**config.mk**
```make
export PLATFORM = sky130hd
export DESIGN_NAME = topological_sort_kahn
export DESIGN_NICKNAME = d
export VERILOG_FILES = /design/src/tsk_pkg.sv /design/src/topological_sort_kahn.sv /design/src/tsk_ctrl.sv /design/src/tsk_datapath.sv
export VERILOG_INCLUDE_DIRS = /design/src /design/src/src
export SDC_FILE = /design/constraint.sdc
export NUM_CORES = 2
export LEC_CHECK = 0
export BUFFER_PORTS_ARGS = -buffer_cell sky130_fd_sc_hd__buf_4
export CAP_MARGIN = 20
export CELL_PAD_IN_SITES_DETAIL_PLACEMENT = 0
export CELL_PAD_IN_SITES_GLOBAL_PLACEMENT = 1
export CORE_UTILIZATION = 56
export CTS_CLUSTER_DIAMETER = 60
export DETAILED_ROUTE_END_ITERATION = 8
export HOLD_SLACK_MARGIN = 0.03
export PLACE_DENSITY_LB_ADDON = 0.1
export SLEW_MARGIN = 30
export SYNTH_ARGS = -nofsm -noshare
export SYNTH_HDL_FRONTEND = slang
export SYNTH_HIERARCHICAL = 1
export SYNTH_SLANG_ARGS = --single-unit
```
**constraint.sdc**
```tcl
create_clock -name clk -period 6.8 [get_ports clk]
set_clock_uncertainty 0.2 [all_clocks]
set_input_delay 0.68 -clock clk [delete_from_list [all_inputs] [get_ports clk]]
set_output_delay 0.68 -clock clk [all_outputs]
set_load 0.01 [all_outputs]
```
**src/topological_sort_kahn_macros.svh**
```systemverilog
// assertion macros for the dependency sorter
// no dependencies; included by the top level
`ifndef TOPOLOGICAL_SORT_KAHN_MACROS_SVH
`define TOPOLOGICAL_SORT_KAHN_MACROS_SVH
`ifndef ASSERT_OFF
`define TSK_ASSERT(lbl, clk, rst_n, prop, msg) \
	lbl: assert property (@(posedge clk) disable iff (!rst_n) prop) else $error(msg);
`define TSK_ASSERT_NEVER(lbl, clk, rst_n, expr, msg) \
	lbl: assert property (@(posedge clk) disable iff (!rst_n) !(expr)) else $error(msg);
`else
`define TSK_ASSERT(lbl, clk, rst_n, prop, msg)
`define TSK_ASSERT_NEVER(lbl, clk, rst_n, expr, msg)
`endif
`endif

```
**src/tsk_pkg.sv**
```systemverilog
// shared types and constants of the dependency sorter
// no dependencies; used by tsk_ctrl, tsk_datapath and topological_sort_kahn
package tsk_pkg;

	localparam int TSK_MAX_NODES = 32;
	localparam int TSK_MAX_EDGES = 128;
	localparam int NODE_W = 5;
	localparam int COUNT_W = 6;
	localparam int CMP_W = 7;

	typedef enum logic [1:0] {
		ACT_ADD   = 2'd0,
		ACT_SORT  = 2'd1,
		ACT_CLEAR = 2'd2,
		ACT_NOP   = 2'd3
	} action_t;

	typedef enum logic [1:0] {
		ST_OK         = 2'd0,
		ST_NOT_FOUND  = 2'd1,
		ST_TABLE_FULL = 2'd2,
		ST_CYCLE      = 2'd3
	} status_t;

	typedef enum logic [1:0] {
		RES_ADD   = 2'd0,
		RES_OK    = 2'd1,
		RES_CYCLE = 2'd2,
		RES_NODE  = 2'd3
	} res_sel_t;

	typedef struct packed {
		logic     capture;
		logic     add_edge;
		logic     clear_edges;
		logic     e_clr;
		logic     e_inc;
		logic     i_clr;
		logic     i_inc;
		logic     q_clr;
		logic     pop;
		logic     q_rd_i;
		logic     edge_rd;
		logic     deg_clr_wr;
		logic     deg_rd_node;
		logic     deg_rd_edge;
		logic     cnt_wr;
		logic     seed_chk;
		logic     walk_wr;
		logic     out_load;
		res_sel_t res_sel;
	} cmd_t;

	typedef struct packed {
		action_t action;
		logic    n_zero;
		logic    edges_empty;
		logic    e_last;
		logic    i_last;
		logic    q_empty;
		logic    all_out;
		logic    out_free;
	} sts_t;

endpackage

```
**src/topological_sort_kahn.sv**
```systemverilog
// Add, clear, empty sort: the word is loaded in S_EXEC once the output is free; no new
// word is taken before that. A sort clears the in-degrees, counts them over the edges,
// seeds the queue and walks all edges per popped node; left-over nodes give a cycle word.
// Order words pass S_EMIT_RD, S_EMIT; the input is stalled until the last is loaded.
// Reset clears node count, edge count, counters and output valid; memories are not swept.
// Depends on tsk_pkg, tsk_ctrl, tsk_datapath and topological_sort_kahn_macros.svh
`include "topological_sort_kahn_macros.svh"
module topological_sort_kahn import tsk_pkg::*; #(
	parameter int MAX_NODES = TSK_MAX_NODES,
	parameter int MAX_EDGES = TSK_MAX_EDGES
) (
	input  logic               clk,
	input  logic               arst_n,
	input  logic               cfg_wr_en,
	input  logic [COUNT_W-1:0] cfg_wr_data,
	input  logic               in_valid,
	output logic               in_stall,
	input  logic [1:0]         action,
	input  logic [NODE_W-1:0]  prerequisite_node,
	input  logic [NODE_W-1:0]  child_node,
	output logic               out_valid,
	input  logic               out_stall,
	output logic [NODE_W-1:0]  node,
	output logic               has_node,
	output logic [1:0]         status,
	output logic               last
);

	cmd_t cmd;
	sts_t sts;

	tsk_ctrl u_ctrl (
		.clk      (clk),
		.arst_n   (arst_n),
		.in_valid (in_valid),
		.in_stall (in_stall),
		.sts      (sts),
		.cmd      (cmd)
	);

	tsk_datapath #(
		.MAX_NODES (MAX_NODES),
		.MAX_EDGES (MAX_EDGES)
	) u_datapath (
		.clk               (clk),
		.arst_n            (arst_n),
		.cfg_wr_en         (cfg_wr_en),
		.cfg_wr_data       (cfg_wr_data),
		.action            (action),
		.prerequisite_node (prerequisite_node),
		.child_node        (child_node),
		.out_stall         (out_stall),
		.out_valid         (out_valid),
		.node              (node),
		.has_node          (has_node),
		.status            (status),
		.last              (last),
		.cmd               (cmd),
		.sts               (sts)
	);

	`TSK_ASSERT(a_busy_after_accept, clk, arst_n, in_valid && !in_stall |=> in_stall, "no stall after accepted word")
	`TSK_ASSERT(a_order_word_ok, clk, arst_n, out_valid && has_node |-> status == ST_OK, "order word with bad status")
	`TSK_ASSERT_NEVER(a_single_status_word, clk, arst_n, out_valid && !has_node && !last, "status word not marked last")
	`TSK_ASSERT(a_busy_mid_order, clk, arst_n, out_valid && !last |-> in_stall, "input open while order is emitted")

endmodule

```
**src/tsk_ctrl.sv**
```systemverilog
// sequencer of the dependency sorter: accepts words, steps the sort phases
// depends on tsk_pkg
module tsk_ctrl import tsk_pkg::*; (
	input  logic clk,
	input  logic arst_n,
	input  logic in_valid,
	output logic in_stall,
	input  sts_t sts,
	output cmd_t cmd
);

	typedef enum logic [15:0] {
		S_IDLE     = 16'b0000_0000_0000_0001,
		S_EXEC     = 16'b0000_0000_0000_0010,
		S_CLR      = 16'b0000_0000_0000_0100,
		S_CNT_RD   = 16'b0000_0000_0000_1000,
		S_CNT_DEG  = 16'b0000_0000_0001_0000,
		S_CNT_WR   = 16'b0000_0000_0010_0000,
		S_SEED_RD  = 16'b0000_0000_0100_0000,
		S_SEED_CHK = 16'b0000_0000_1000_0000,
		S_POP      = 16'b0000_0001_0000_0000,
		S_WALK_RD  = 16'b0000_0010_0000_0000,
		S_WALK_DEG = 16'b0000_0100_0000_0000,
		S_WALK_WR  = 16'b0000_1000_0000_0000,
		S_FIN      = 16'b0001_0000_0000_0000,
		S_EMIT_RD  = 16'b0010_0000_0000_0000,
		S_EMIT     = 16'b0100_0000_0000_0000
	} state_t;

	state_t state_q;
	state_t state_next;

	assign in_stall = (state_q != S_IDLE);

	always_comb begin
		cmd = '0;
		state_next = state_q;
		unique case (state_q)
			S_IDLE: begin
				if (in_valid) begin
					cmd.capture = 1'b1;
					state_next = S_EXEC;
				end
			end
			S_EXEC: begin
				unique case (sts.action)
					ACT_ADD: begin
						if (sts.out_free) begin
							cmd.add_edge = 1'b1;
							cmd.out_load = 1'b1;
							cmd.res_sel = RES_ADD;
							state_next = S_IDLE;
						end
					end
					ACT_CLEAR: begin
						if (sts.out_free) begin
							cmd.clear_edges = 1'b1;
							cmd.out_load = 1'b1;
							cmd.res_sel = RES_OK;
							state_next = S_IDLE;
						end
					end
					ACT_SORT: begin
						if (sts.n_zero) begin
							if (sts.out_free) begin
								cmd.out_load = 1'b1;
								cmd.res_sel = RES_OK;
								state_next = S_IDLE;
							end
						end else begin
							cmd.i_clr = 1'b1;
							cmd.e_clr = 1'b1;
							cmd.q_clr = 1'b1;
							state_next = S_CLR;
						end
					end
					ACT_NOP: begin
						state_next = S_IDLE;
					end
				endcase
			end
			S_CLR: begin
				cmd.deg_clr_wr = 1'b1;
				if (sts.i_last) begin
					cmd.i_clr = 1'b1;
					state_next = sts.edges_empty ? S_SEED_RD : S_CNT_RD;
				end else begin
					cmd.i_inc = 1'b1;
				end
			end
			S_CNT_RD: begin
				cmd.edge_rd = 1'b1;
				state_next = S_CNT_DEG;
			end
			S_CNT_DEG: begin
				cmd.deg_rd_edge = 1'b1;
				state_next = S_CNT_WR;
			end
			S_CNT_WR: begin
				cmd.cnt_wr = 1'b1;
				if (sts.e_last) begin
					state_next = S_SEED_RD;
				end else begin
					cmd.e_inc = 1'b1;
					state_next = S_CNT_RD;
				end
			end
			S_SEED_RD: begin
				cmd.deg_rd_node = 1'b1;
				state_next = S_SEED_CHK;
			end
			S_SEED_CHK: begin
				cmd.seed_chk = 1'b1;
				if (sts.i_last) begin
					state_next = S_POP;
				end else begin
					cmd.i_inc = 1'b1;
					state_next = S_SEED_RD;
				end
			end
			S_POP: begin
				if (sts.q_empty) begin
					state_next = S_FIN;
				end else begin
					cmd.pop = 1'b1;
					cmd.e_clr = 1'b1;
					state_next = sts.edges_empty ? S_POP : S_WALK_RD;
				end
			end
			S_WALK_RD: begin
				cmd.edge_rd = 1'b1;
				state_next = S_WALK_DEG;
			end
			S_WALK_DEG: begin
				cmd.deg_rd_edge = 1'b1;
				state_next = S_WALK_WR;
			end
			S_WALK_WR: begin
				cmd.walk_wr = 1'b1;
				if (sts.e_last) begin
					state_next = S_POP;
				end else begin
					cmd.e_inc = 1'b1;
					state_next = S_WALK_RD;
				end
			end
			S_FIN: begin
				if (sts.all_out) begin
					cmd.i_clr = 1'b1;
					state_next = S_EMIT_RD;
				end else if (sts.out_free) begin
					cmd.out_load = 1'b1;
					cmd.res_sel = RES_CYCLE;
					state_next = S_IDLE;
				end
			end
			S_EMIT_RD: begin
				cmd.q_rd_i = 1'b1;
				state_next = S_EMIT;
			end
			S_EMIT: begin
				if (sts.out_free) begin
					cmd.out_load = 1'b1;
					cmd.res_sel = RES_NODE;
					if (sts.i_last) begin
						state_next = S_IDLE;
					end else begin
						cmd.i_inc = 1'b1;
						state_next = S_EMIT_RD;
					end
				end
			end
			default: begin
				state_next = S_IDLE;
			end
		endcase
	end

	always_ff @(posedge clk or negedge arst_n) begin
		if (!arst_n) begin
			state_q <= S_IDLE;
		end else begin
			state_q <= state_next;
		end
	end

endmodule

```
**src/tsk_datapath.sv**
```systemverilog
// datapath of the dependency sorter: edge store, in-degree and queue memories,
// counters and the output register; depends on tsk_pkg
module tsk_datapath import tsk_pkg::*; #(
	parameter int MAX_NODES = TSK_MAX_NODES,
	parameter int MAX_EDGES = TSK_MAX_EDGES
) (
	input  logic               clk,
	input  logic               arst_n,
	input  logic               cfg_wr_en,
	input  logic [COUNT_W-1:0] cfg_wr_data,
	input  logic [1:0]         action,
	input  logic [NODE_W-1:0]  prerequisite_node,
	input  logic [NODE_W-1:0]  child_node,
	input  logic               out_stall,
	output logic               out_valid,
	output logic [NODE_W-1:0]  node,
	output logic               has_node,
	output logic [1:0]         status,
	output logic               last,
	input  cmd_t               cmd,
	output sts_t               sts
);

	localparam int IDXW = $clog2(MAX_NODES);
	localparam int CW = $clog2(MAX_NODES + 1);
	localparam int EAW = $clog2(MAX_EDGES);
	localparam int EW = $clog2(MAX_EDGES + 1);
	localparam int DEGW = EW;

	logic [COUNT_W-1:0] node_count_q;
	action_t            action_q;
	logic [NODE_W-1:0]  pre_q;
	logic [NODE_W-1:0]  dep_q;
	logic [CW-1:0]      n_q;
	logic [CW-1:0]      n_sel;
	logic [EW-1:0]      edges_q;
	logic [EW-1:0]      e_q;
	logic [CW-1:0]      i_q;
	logic [CW-1:0]      head_q;
	logic [CW-1:0]      tail_q;

	logic [NODE_W-1:0]  src_mem [MAX_EDGES];
	logic [NODE_W-1:0]  tgt_mem [MAX_EDGES];
	logic [NODE_W-1:0]  src_rd_q;
	logic [NODE_W-1:0]  tgt_rd_q;
	logic [DEGW-1:0]    deg_mem [MAX_NODES];
	logic [DEGW-1:0]    deg_rd_q;
	logic [IDXW-1:0]    q_mem [MAX_NODES];
	logic [IDXW-1:0]    q_rd_q;

	logic               out_valid_q;
	logic [NODE_W-1:0]  node_q;
	logic               has_node_q;
	status_t            status_q;
	logic               last_q;

	logic [CMP_W-1:0]   n_w;
	logic [CMP_W-1:0]   src_w;
	logic [CMP_W-1:0]   tgt_w;
	logic [CMP_W-1:0]   cur_w;
	logic [IDXW-1:0]    tgt_idx;
	logic [IDXW-1:0]    i_idx;
	logic               tgt_in;
	logic               edge_ok;
	logic               match;
	logic               walk_dec;
	logic               seed_push;
	logic               walk_push;
	logic               q_push;
	status_t            add_status;
	logic               add_ok;
	logic               out_free;
	logic               i_last;

	logic               deg_we;
	logic [IDXW-1:0]    deg_waddr;
	logic [DEGW-1:0]    deg_wdata;
	logic               deg_re;
	logic [IDXW-1:0]    deg_raddr;

	logic [NODE_W-1:0]  res_node;
	logic               res_has;
	status_t            res_status;
	logic               res_last;

	// nodes in use: the register clamped to the node capacity
	assign n_sel = (CMP_W'(node_count_q) > CMP_W'(MAX_NODES)) ? CW'(MAX_NODES)
		: CW'(node_count_q);

	assign n_w     = CMP_W'(n_q);
	assign src_w   = CMP_W'(src_rd_q);
	assign tgt_w   = CMP_W'(tgt_rd_q);
	assign cur_w   = CMP_W'(q_rd_q);
	assign tgt_idx = tgt_w[IDXW-1:0];
	assign i_idx   = i_q[IDXW-1:0];
	assign tgt_in  = (tgt_w < n_w);
	assign edge_ok = (src_w < n_w) && tgt_in;
	assign match   = (src_w == cur_w) && tgt_in;
	assign i_last  = (CW'(i_q + 1'b1) == n_q);

	assign walk_dec  = cmd.walk_wr && match && (deg_rd_q != '0);
	assign walk_push = walk_dec && (deg_rd_q == DEGW'(1)) && (tail_q < n_q);
	assign seed_push = cmd.seed_chk && (deg_rd_q == '0) && (tail_q < n_q);
	assign q_push    = seed_push || walk_push;

	always_comb begin
		if ((CMP_W'(pre_q) >= n_w) || (CMP_W'(dep_q) >= n_w)) begin
			add_status = ST_NOT_FOUND;
		end else if (edges_q >= EW'(MAX_EDGES)) begin
			add_status = ST_TABLE_FULL;
		end else begin
			add_status = ST_OK;
		end
	end
	assign add_ok = (add_status == ST_OK);

	assign out_free = !out_valid_q || !out_stall;

	assign sts.action      = action_q;
	assign sts.n_zero      = (n_q == '0);
	assign sts.edges_empty = (edges_q == '0);
	assign sts.e_last      = (EW'(e_q + 1'b1) == edges_q);
	assign sts.i_last      = i_last;
	assign sts.q_empty     = (head_q == tail_q);
	assign sts.all_out     = (tail_q == n_q);
	assign sts.out_free    = out_free;

	always_ff @(posedge clk or negedge arst_n) begin
		if (!arst_n) begin
			node_count_q <= '0;
		end else if (cfg_wr_en) begin
			node_count_q <= cfg_wr_data;
		end
	end

	always_ff @(posedge clk) begin
		if (cmd.capture) begin
			action_q <= action_t'(action);
			pre_q    <= prerequisite_node;
			dep_q    <= child_node;
			n_q      <= n_sel;
		end
	end

	always_ff @(posedge clk or negedge arst_n) begin
		if (!arst_n) begin
			edges_q <= '0;
			e_q     <= '0;
			i_q     <= '0;
			head_q  <= '0;
			tail_q  <= '0;
		end else begin
			if (cmd.clear_edges) begin
				edges_q <= '0;
			end else if (cmd.add_edge && add_ok) begin
				edges_q <= EW'(edges_q + 1'b1);
			end
			if (cmd.e_clr) begin
				e_q <= '0;
			end else if (cmd.e_inc) begin
				e_q <= EW'(e_q + 1'b1);
			end
			if (cmd.i_clr) begin
				i_q <= '0;
			end else if (cmd.i_inc) begin
				i_q <= CW'(i_q + 1'b1);
			end
			if (cmd.q_clr) begin
				head_q <= '0;
				tail_q <= '0;
			end else begin
				if (cmd.pop) begin
					head_q <= CW'(head_q + 1'b1);
				end
				if (q_push) begin
					tail_q <= CW'(tail_q + 1'b1);
				end
			end
		end
	end

	// edge store, kept in arrival order
	always_ff @(posedge clk) begin
		if (cmd.add_edge && add_ok) begin
			src_mem[edges_q[EAW-1:0]] <= pre_q;
			tgt_mem[edges_q[EAW-1:0]] <= dep_q;
		end
		if (cmd.edge_rd) begin
			src_rd_q <= src_mem[e_q[EAW-1:0]];
			tgt_rd_q <= tgt_mem[e_q[EAW-1:0]];
		end
	end

	// in-degree memory
	always_comb begin
		deg_we    = 1'b0;
		deg_waddr = i_idx;
		deg_wdata = '0;
		if (cmd.deg_clr_wr) begin
			deg_we = 1'b1;
		end else if (cmd.cnt_wr && edge_ok) begin
			deg_we    = 1'b1;
			deg_waddr = tgt_idx;
			deg_wdata = DEGW'(deg_rd_q + 1'b1);
		end else if (walk_dec) begin
			deg_we    = 1'b1;
			deg_waddr = tgt_idx;
			deg_wdata = DEGW'(deg_rd_q - 1'b1);
		end
	end

	assign deg_re    = cmd.deg_rd_node || (cmd.deg_rd_edge && tgt_in);
	assign deg_raddr = cmd.deg_rd_node ? i_idx : tgt_idx;

	always_ff @(posedge clk) begin
		if (deg_we) begin
			deg_mem[deg_waddr] <= deg_wdata;
		end
		if (deg_re) begin
			deg_rd_q <= deg_mem[deg_raddr];
		end
	end

	// order queue; the popped entry stays in q_rd_q while its edges are walked
	always_ff @(posedge clk) begin
		if (q_push) begin
			q_mem[tail_q[IDXW-1:0]] <= seed_push ? i_idx : tgt_idx;
		end
		if (cmd.pop) begin
			q_rd_q <= q_mem[head_q[IDXW-1:0]];
		end else if (cmd.q_rd_i) begin
			q_rd_q <= q_mem[i_idx];
		end
	end

	always_comb begin
		res_node   = '0;
		res_has    = 1'b0;
		res_status = ST_OK;
		res_last   = 1'b1;
		unique case (cmd.res_sel)
			RES_ADD: begin
				res_status = add_status;
			end
			RES_OK: begin
				res_status = ST_OK;
			end
			RES_CYCLE: begin
				res_status = ST_CYCLE;
			end
			RES_NODE: begin
				res_node = cur_w[NODE_W-1:0];
				res_has  = 1'b1;
				res_last = i_last;
			end
		endcase
	end

	always_ff @(posedge clk or negedge arst_n) begin
		if (!arst_n) begin
			out_valid_q <= 1'b0;
		end else if (cmd.out_load) begin
			out_valid_q <= 1'b1;
		end else if (!out_stall) begin
			out_valid_q <= 1'b0;
		end
	end

	always_ff @(posedge clk) begin
		if (cmd.out_load) begin
			node_q     <= res_node;
			has_node_q <= res_has;
			status_q   <= res_status;
			last_q     <= res_last;
		end
	end

	assign out_valid = out_valid_q;
	assign node      = node_q;
	assign has_node  = has_node_q;
	assign status    = status_q;
	assign last      = last_q;

endmodule
```
=== Yosys cells after proc, flatten, opt, wreduce, memory -nomap -nowiden ===
Memory sizes are Yosys's and may differ from the RTL's. A register that Yosys moved wholly into a read port is not among the register bits.
Cells that the tools add are included.

* Bitwise gates (word level): 0
* Muxes and demuxes: 86
* Equality and inequality tests: 31
* Shift operators: 0
* Reduce and logical (&&, ||, !) cells: 36
* Multipliers: 0
* Div/mod/pow operators: 0
* $add $sub $neg: 7
* Order comparisons: 7

{| class="wikitable"
|+ Operators with widths
! cell !! count
|-
| $pmux W16 S15 || 1
|-
| $mux W16 || 7
|-
| $mux W8 || 7
|-
| $pmux W16 S3 || 1
|-
| $mux W1 || 36
|-
| $mux W6 || 6
|-
| $mux W5 || 7
|-
| $add A8 B1 Y8 const B || 3
|-
| $mux W10 || 2
|-
| $add A6 B1 Y6 const B || 3
|-
| $eq A6 B6 Y1 || 3
|-
| $mux W3 || 6
|-
| $pmux W3 S3 || 2
|-
| $eq A16 B1 Y1 const B || 1
|-
| $eq A16 B10 Y1 const B || 1
|-
| $eq A16 B11 Y1 const B || 1
|-
| $eq A16 B12 Y1 const B || 1
|-
| $eq A16 B13 Y1 const B || 1
|-
| $eq A16 B14 Y1 const B || 1
|-
| $eq A16 B15 Y1 const B || 1
|-
| $eq A16 B2 Y1 const B || 1
|-
| $eq A16 B3 Y1 const B || 1
|-
| $eq A16 B4 Y1 const B || 1
|-
| $eq A16 B5 Y1 const B || 1
|-
| 35 further kinds || 72
|}

* RAM bits: 1696
* Register bits: 89
* Word-level logic and storage cells: 188
* Bits of input ports: 23
* Memories: 4
* Bits in latches: 0
* Bits in read-only memories: 0

{| class="wikitable"
|+ Memories
! memory !! depth !! bits a word !! rd ports !! clocked after Yosys merged registers in !! write ports !! line !! text
|-
| u_datapath.src_mem || 128 || 5 || 1 || 1 || 1 || tsk_datapath.sv:42 || <nowiki>logic [NODE_W-1:0] src_mem [MAX_EDGES];</nowiki>
|-
| u_datapath.tgt_mem || 128 || 5 || 1 || 1 || 1 || tsk_datapath.sv:43 || <nowiki>logic [NODE_W-1:0] tgt_mem [MAX_EDGES];</nowiki>
|-
| u_datapath.deg_mem || 32 || 8 || 1 || 1 || 1 || tsk_datapath.sv:46 || <nowiki>logic [DEGW-1:0] deg_mem [MAX_NODES];</nowiki>
|-
| u_datapath.q_mem || 32 || 5 || 2 || 0 || 1 || tsk_datapath.sv:48 || <nowiki>logic [IDXW-1:0] q_mem [MAX_NODES];</nowiki>
|}

=== Longest topological paths before layout ===
* Depth in word-level cells: 9
* Depth in mapped cells: 15
* Mapped depth without buffers: 12

=== Hierarchy ===
Netlist, hierarchy kept.

{| class="wikitable"
|+ By module, submodules not included
! module !! instances !! area each (µm²) !! sequential area each (µm²) !! cells an instance
|-
| tsk_datapath || 1 || 72567.1 || 53456.3 || 3869
|-
| tsk_ctrl || 1 || 1236.2 || 401.6 || 152
|}

=== Least setup slack after synthesis ===
Ideal clock, no wire load.

* Path kind: register -> register
* From: register u_datapath.dep_q[0]
* To: memory u_datapath.src_mem[127][0] (enable)
* Setup slack: 1.939 ns
* Stages on the path, launching flop included: 11
* Path buffers: 1
* Library setup time: 0.390 ns
* Required time: 6.210 ns
* Arrival time: 4.271 ns
* Path through: edfxtp_1 inv_1 ha_1 nand2b_1 a21oi_1 o21ai_1 a211oi_1 o22a_1 clkbuf_1 nand3_1 nor3_1

* Word-level cells in the longest chain between the ends: 7

{| class="wikitable"
|+ Ends and longest elaborated chain
! item !! line !! text
|-
| from (decl) || tsk_datapath.sv:33 || <nowiki>logic [NODE_W-1:0] dep_q;</nowiki>
|-
| from (signal assigned) || tsk_datapath.sv:140 || <nowiki>dep_q <= child_node;</nowiki>
|-
| $ge A5 B6 Y1 || tsk_datapath.sv:107 || <nowiki>if ((CMP_W'(pre_q) >= n_w) || (CMP_W'(dep_q) >= n_w)) begin</nowiki>
|-
| $logic_or A1 B1 Y1 || tsk_datapath.sv:107 ||
|-
| $mux W2 || tsk_datapath.sv:107 ||
|-
| $logic_not A2 Y1 || tsk_datapath.sv:115 || <nowiki>assign add_ok = (add_status == ST_OK);</nowiki>
|-
| $logic_and A1 B1 Y1 || tsk_datapath.sv:184 || <nowiki>if (cmd.add_edge && add_ok) begin</nowiki>
|-
| $mux W1 || tsk_datapath.sv:184 ||
|-
| $mux W1 (not written as such) || tsk_datapath.sv:185 || <nowiki>src_mem[edges_q[EAW-1:0]] <= pre_q;</nowiki>
|-
| to (decl) || tsk_datapath.sv:42 ||
|}

Every way passes these cells.

==> summary.txt <==
Timing
  – Slew Limit Fails: 0
  – Final TNS setup: 0 ns
  – Final hold violation count: 0
  – RSZ-0062 raised after global routing: false
  – Fin crit share: 76.8%
  – Min Tclk post-route: 5.22 ns
  – Rel. slew slack: 34.1%
  – Slew @ Worst Pin: 0.985 ns
  – Final setup fails: 0
  – Max Clk Rate: 192 MHz

Worst setup path
  – R2R setup slack: about 1.6 ns
  – RR Endpoint: u_datapath/src_mem[46][3]
  – Critical Path Fanout Max: 10
  – Register-to-Register Path Depth: 9
  – Kind of critical path: flop to flop
  – Reg2reg start: u_ctrl/state_q[2]
  – Startpoint types: flop
  – Worst setup EP type: flop
  – WP data required: ~7.0 ns
  – CP Data Arrival Time: 5.43 ns

Outcome
  – Status: finished, final reports clean

Synth
  – Syn Area/Cell: 18.4 um^2
  – Post-Synth Adder-Cell Area: less than 1%
  – Synth Instances: between 4000 and 5000
  – FF+latch count, synth: 1803
  – Top_reg_cell synth: edfxtp_1
  – Post-synthesis sequential area ratio: 73.0%
  – Synthesized area: 0.0738 mm^2
  – Yosys Warn Count: 6
  – Mux cell area share after synthesis: between 15 and 20%
  – Largest family of logic cells by synthesized area: multiplexers
  – Unique masters post-synth: 77
  – Compound-cell area share of the yosys netlist: 4.55%
  – Post-synth ARST share: between 3 and 4%
  – Synth Area in XOR/XNOR: 0.653%
  – Post-synthesis simple-gate area fraction: about 4.3%
  – Syn_nets: 4081
  – Post-synth EDFFs: 1746

Global route
  – Total track usage: 27.3%
  – First-pass GRT wire length: 262 mm
  – Largest net degree at the start of global routing: approximately 140
  – Vias in the first global route: 38100
  – Global route overflow: 0
  – Initial antenna violation count: 1

Die
  – Die Ht: about 370 um
  – Die W: roughly 370 um
  – Die area: 0.133 mm^2
  – Ports: 34
  – Rows: 132
  – Core Area: 0.130 mm^2
  – Effective utilization at floorplan: approximately 57%

Cells and area
  – Antenna cells: 0
  – Core Util, Final: 63.8%
  – Nets: 4214
  – Post-Layout Cell Count: 6051
  – Layout area overhead: 12.4%
  – Share of layout cells above drive strength 1: 21.9%
  – Fillers: 9129

Detailed routing
  – Post-DRT Antenna Nets: 0
  – Metal1 wirelength: 75.5 mm
  – WL/cell: 29.6 um
  – Detailed-route wire length: 179 mm
  – Post-route DRC: 0
  – Detailed Routing Iterations Pass 1: 6
  – Met3 Wirelength: 11.9 mm
  – Number of DRC markers in iteration 0: roughly 4000
  – Met2 wire length: 86.9 mm
  – DR vias: 38700
  – Uppermost layer routed: met5
  – Vias per inst: about 6.4

Clock network
  – # Post-CTS Setup Buffers: 0
  – Clk buf depth: 3
  – CTS tree: built
  – Clock sink count: 1803
  – Root buffer cell: clkbuf_16
  – Clk_lat worst skew: between 0.8 and 0.9 ns
  – H-tree Lvls: 4
  – CTS Buf Count: about 180
  – Worst-path clk slew: 0.06 ns

Worst hold path
  – Min-delay worst type: primary input to flop
  – Hold Crit Depth: 3
  – Hold endpoint: u_datapath/out_valid
  – Worst Hold Launch: out_stall

Power and ir drop
  – Worst vdd ir: 0.000242 V
  – Power per cell area: 274 mW/mm^2
  – Static leakage: 25.4 nW

Run
  – Max-Cap Viols: 0

Place
  – DP Cell Count: 5683
  – Routability cong.: 0.846
  – HPWL after DPL: 107 mm
  – Port Buffer Count: 33
per-layer routing:
metal / track usage (%) / vias to the layer above
met5: 0 / -
met4: 8.16 / 2
met3: 4.66 / 267
met2: 43.4 / 1469
met1: 39.3 / 20300
li1: - / 16700
what timing repair did:
item,in CTS,in global routing
hold buffers,26,0
endpoints found under the hold margin,75,0
gates resized for setup,0,0
synthesized netlist by cell type, types with 8 or more instances:
master    count  area (um^2)
xnor2_1      24          210
ha_1         37          463
nand2_1     130          488
o41ai_1       8         70.1
inv_1        47          176
nand4b_1     12          105
mux2_2       22          248
o21ai_1      14         70.1
edfxtp_1   1746        52400
dfrtp_1      56         1400
buf_2        59          295
o21ai_0      46          230
a22oi_1      92          691
nor4_1       48          300
a211oi_1     28          210
o211ai_1     25          188
xor2_1       31          272
o32ai_1       9         78.8
o31ai_1      12         90.1
and3_1       13         81.3
buf_1        41          154
mux2i_1     224         2240
nand2b_1     12         75.1
o21a_1        8         60.1
a31oi_1      10         62.6
mux4_2      388         8740
nand3_1      38          190
nor3_1       48          240
o22ai_1      84          526
a21oi_1     168          841
clkbuf_1    144          541
nor2b_1      17          106
nand4_1      17          106
nor2_1      277         1040
worst max-delay path, stage by stage (launching register included):
cell	delay (ns)
dfrtp_1	0.46
nor4b_2	0.65
nand4_1	0.27
nor4_1	0.38
buf_4	0.23
nor2b_1	0.29
nand2_1	0.12
nor2_1	0.72
nand4b_1	0.56
nor2_1	0.91
sequential cells by signal, indices dropped and copies added, names as in the netlist, 8 cells and up:
| signal | count |
|---|---|
| u_ctrl/state_q | 16 |
| u_datapath/deg_mem | 256 |
| u_datapath/deg_rd_q | 8 |
| u_datapath/e_q | 8 |
| u_datapath/edges_q | 8 |
| u_datapath/q_mem | 160 |
| u_datapath/src_mem | 640 |
| u_datapath/tgt_mem | 640 |
power breakdown:
part	switching (W)	internal, W
clock network	0.00420	0.00593
logic	0.000301	0.000119
registers	0.0000310	0.0122
total	0.00453	0.0182
layout by cell type, fill, tap and decap left out, types with 13 or more instances in the layout:
master and count:
edfxtp_1 1746, mux4_2 388, nor2_1 242, mux2i_1 222, clkbuf_16 191, a21oi_1 168
buf_4 157, nand2_1 130, a22oi_1 92, o22ai_1 84, dfrtp_1 48, inv_1 47
nor3_1 47, nor4_1 46, o21ai_0 45, clkinv_1 39, ha_1 37, nand3_1 36
nor2_2 32, clkinv_2 31, xor2_1 31, clkbuf_1 30, a211oi_1 28, dlygate4sd3_1 26
o211ai_1 25, xnor2_1 24, mux2_2 22, bufinv_16 21, clkinvlp_4 17, nand4_1 17
nor2b_1 16, o21ai_1 14, and3_1 13
layout make-up:
type | count | area, um^2 | share of cell area [%]
Sequential cell | 1803 | 53900 | 64.9
Clock buffer | 221 | 4890 | 5.90
Tap cell | 1742 | 2180 | 2.63
Timing Repair Buffer | 195 | 1680 | 2.02
Multi-Input combinational cell | 1919 | 19000 | 22.8
Clock inverter | 119 | 1210 | 1.46
Inverter | 52 | 195 | 0.235
stage by stage:
stage	area (um^2)	setup slack [ns]	power [W]	hold slack, ns
global route	83000	1.30	0.0233	0.106
floorplan	73800	1.94	0.0126	0.184
CTS	82900	1.67	0.0229	0.0346
finish	83000	1.58	0.0227	0.0746
global placement	76400	1.71	0.0128	0.287
detailed placement	76500	1.72	0.0128	0.295
worst max-delay path by stage:
stage,start,to,cells after the start
floorplan,u_datapath/dep_q[0],u_datapath/src_mem[127][0],10
global placement,u_ctrl/state_q[2],u_datapath/src_mem[46][0],9
detailed placement,u_ctrl/state_q[2],u_datapath/src_mem[46][0],9
CTS,u_ctrl/state_q[2],u_datapath/src_mem[46][3],9
global route,u_ctrl/state_q[2],u_datapath/tgt_mem[51][4],8
finish,u_ctrl/state_q[2],u_datapath/src_mem[46][3],9
kinds of logic after synthesis:
kind of cell,Yosys count
other cells,1
mux,634
compound gates,527
buf+inv,299
xor+xnor,55
simple gates,665
fa+ha+maj,37
flops,1803
(Power assumes the default switching activity.)
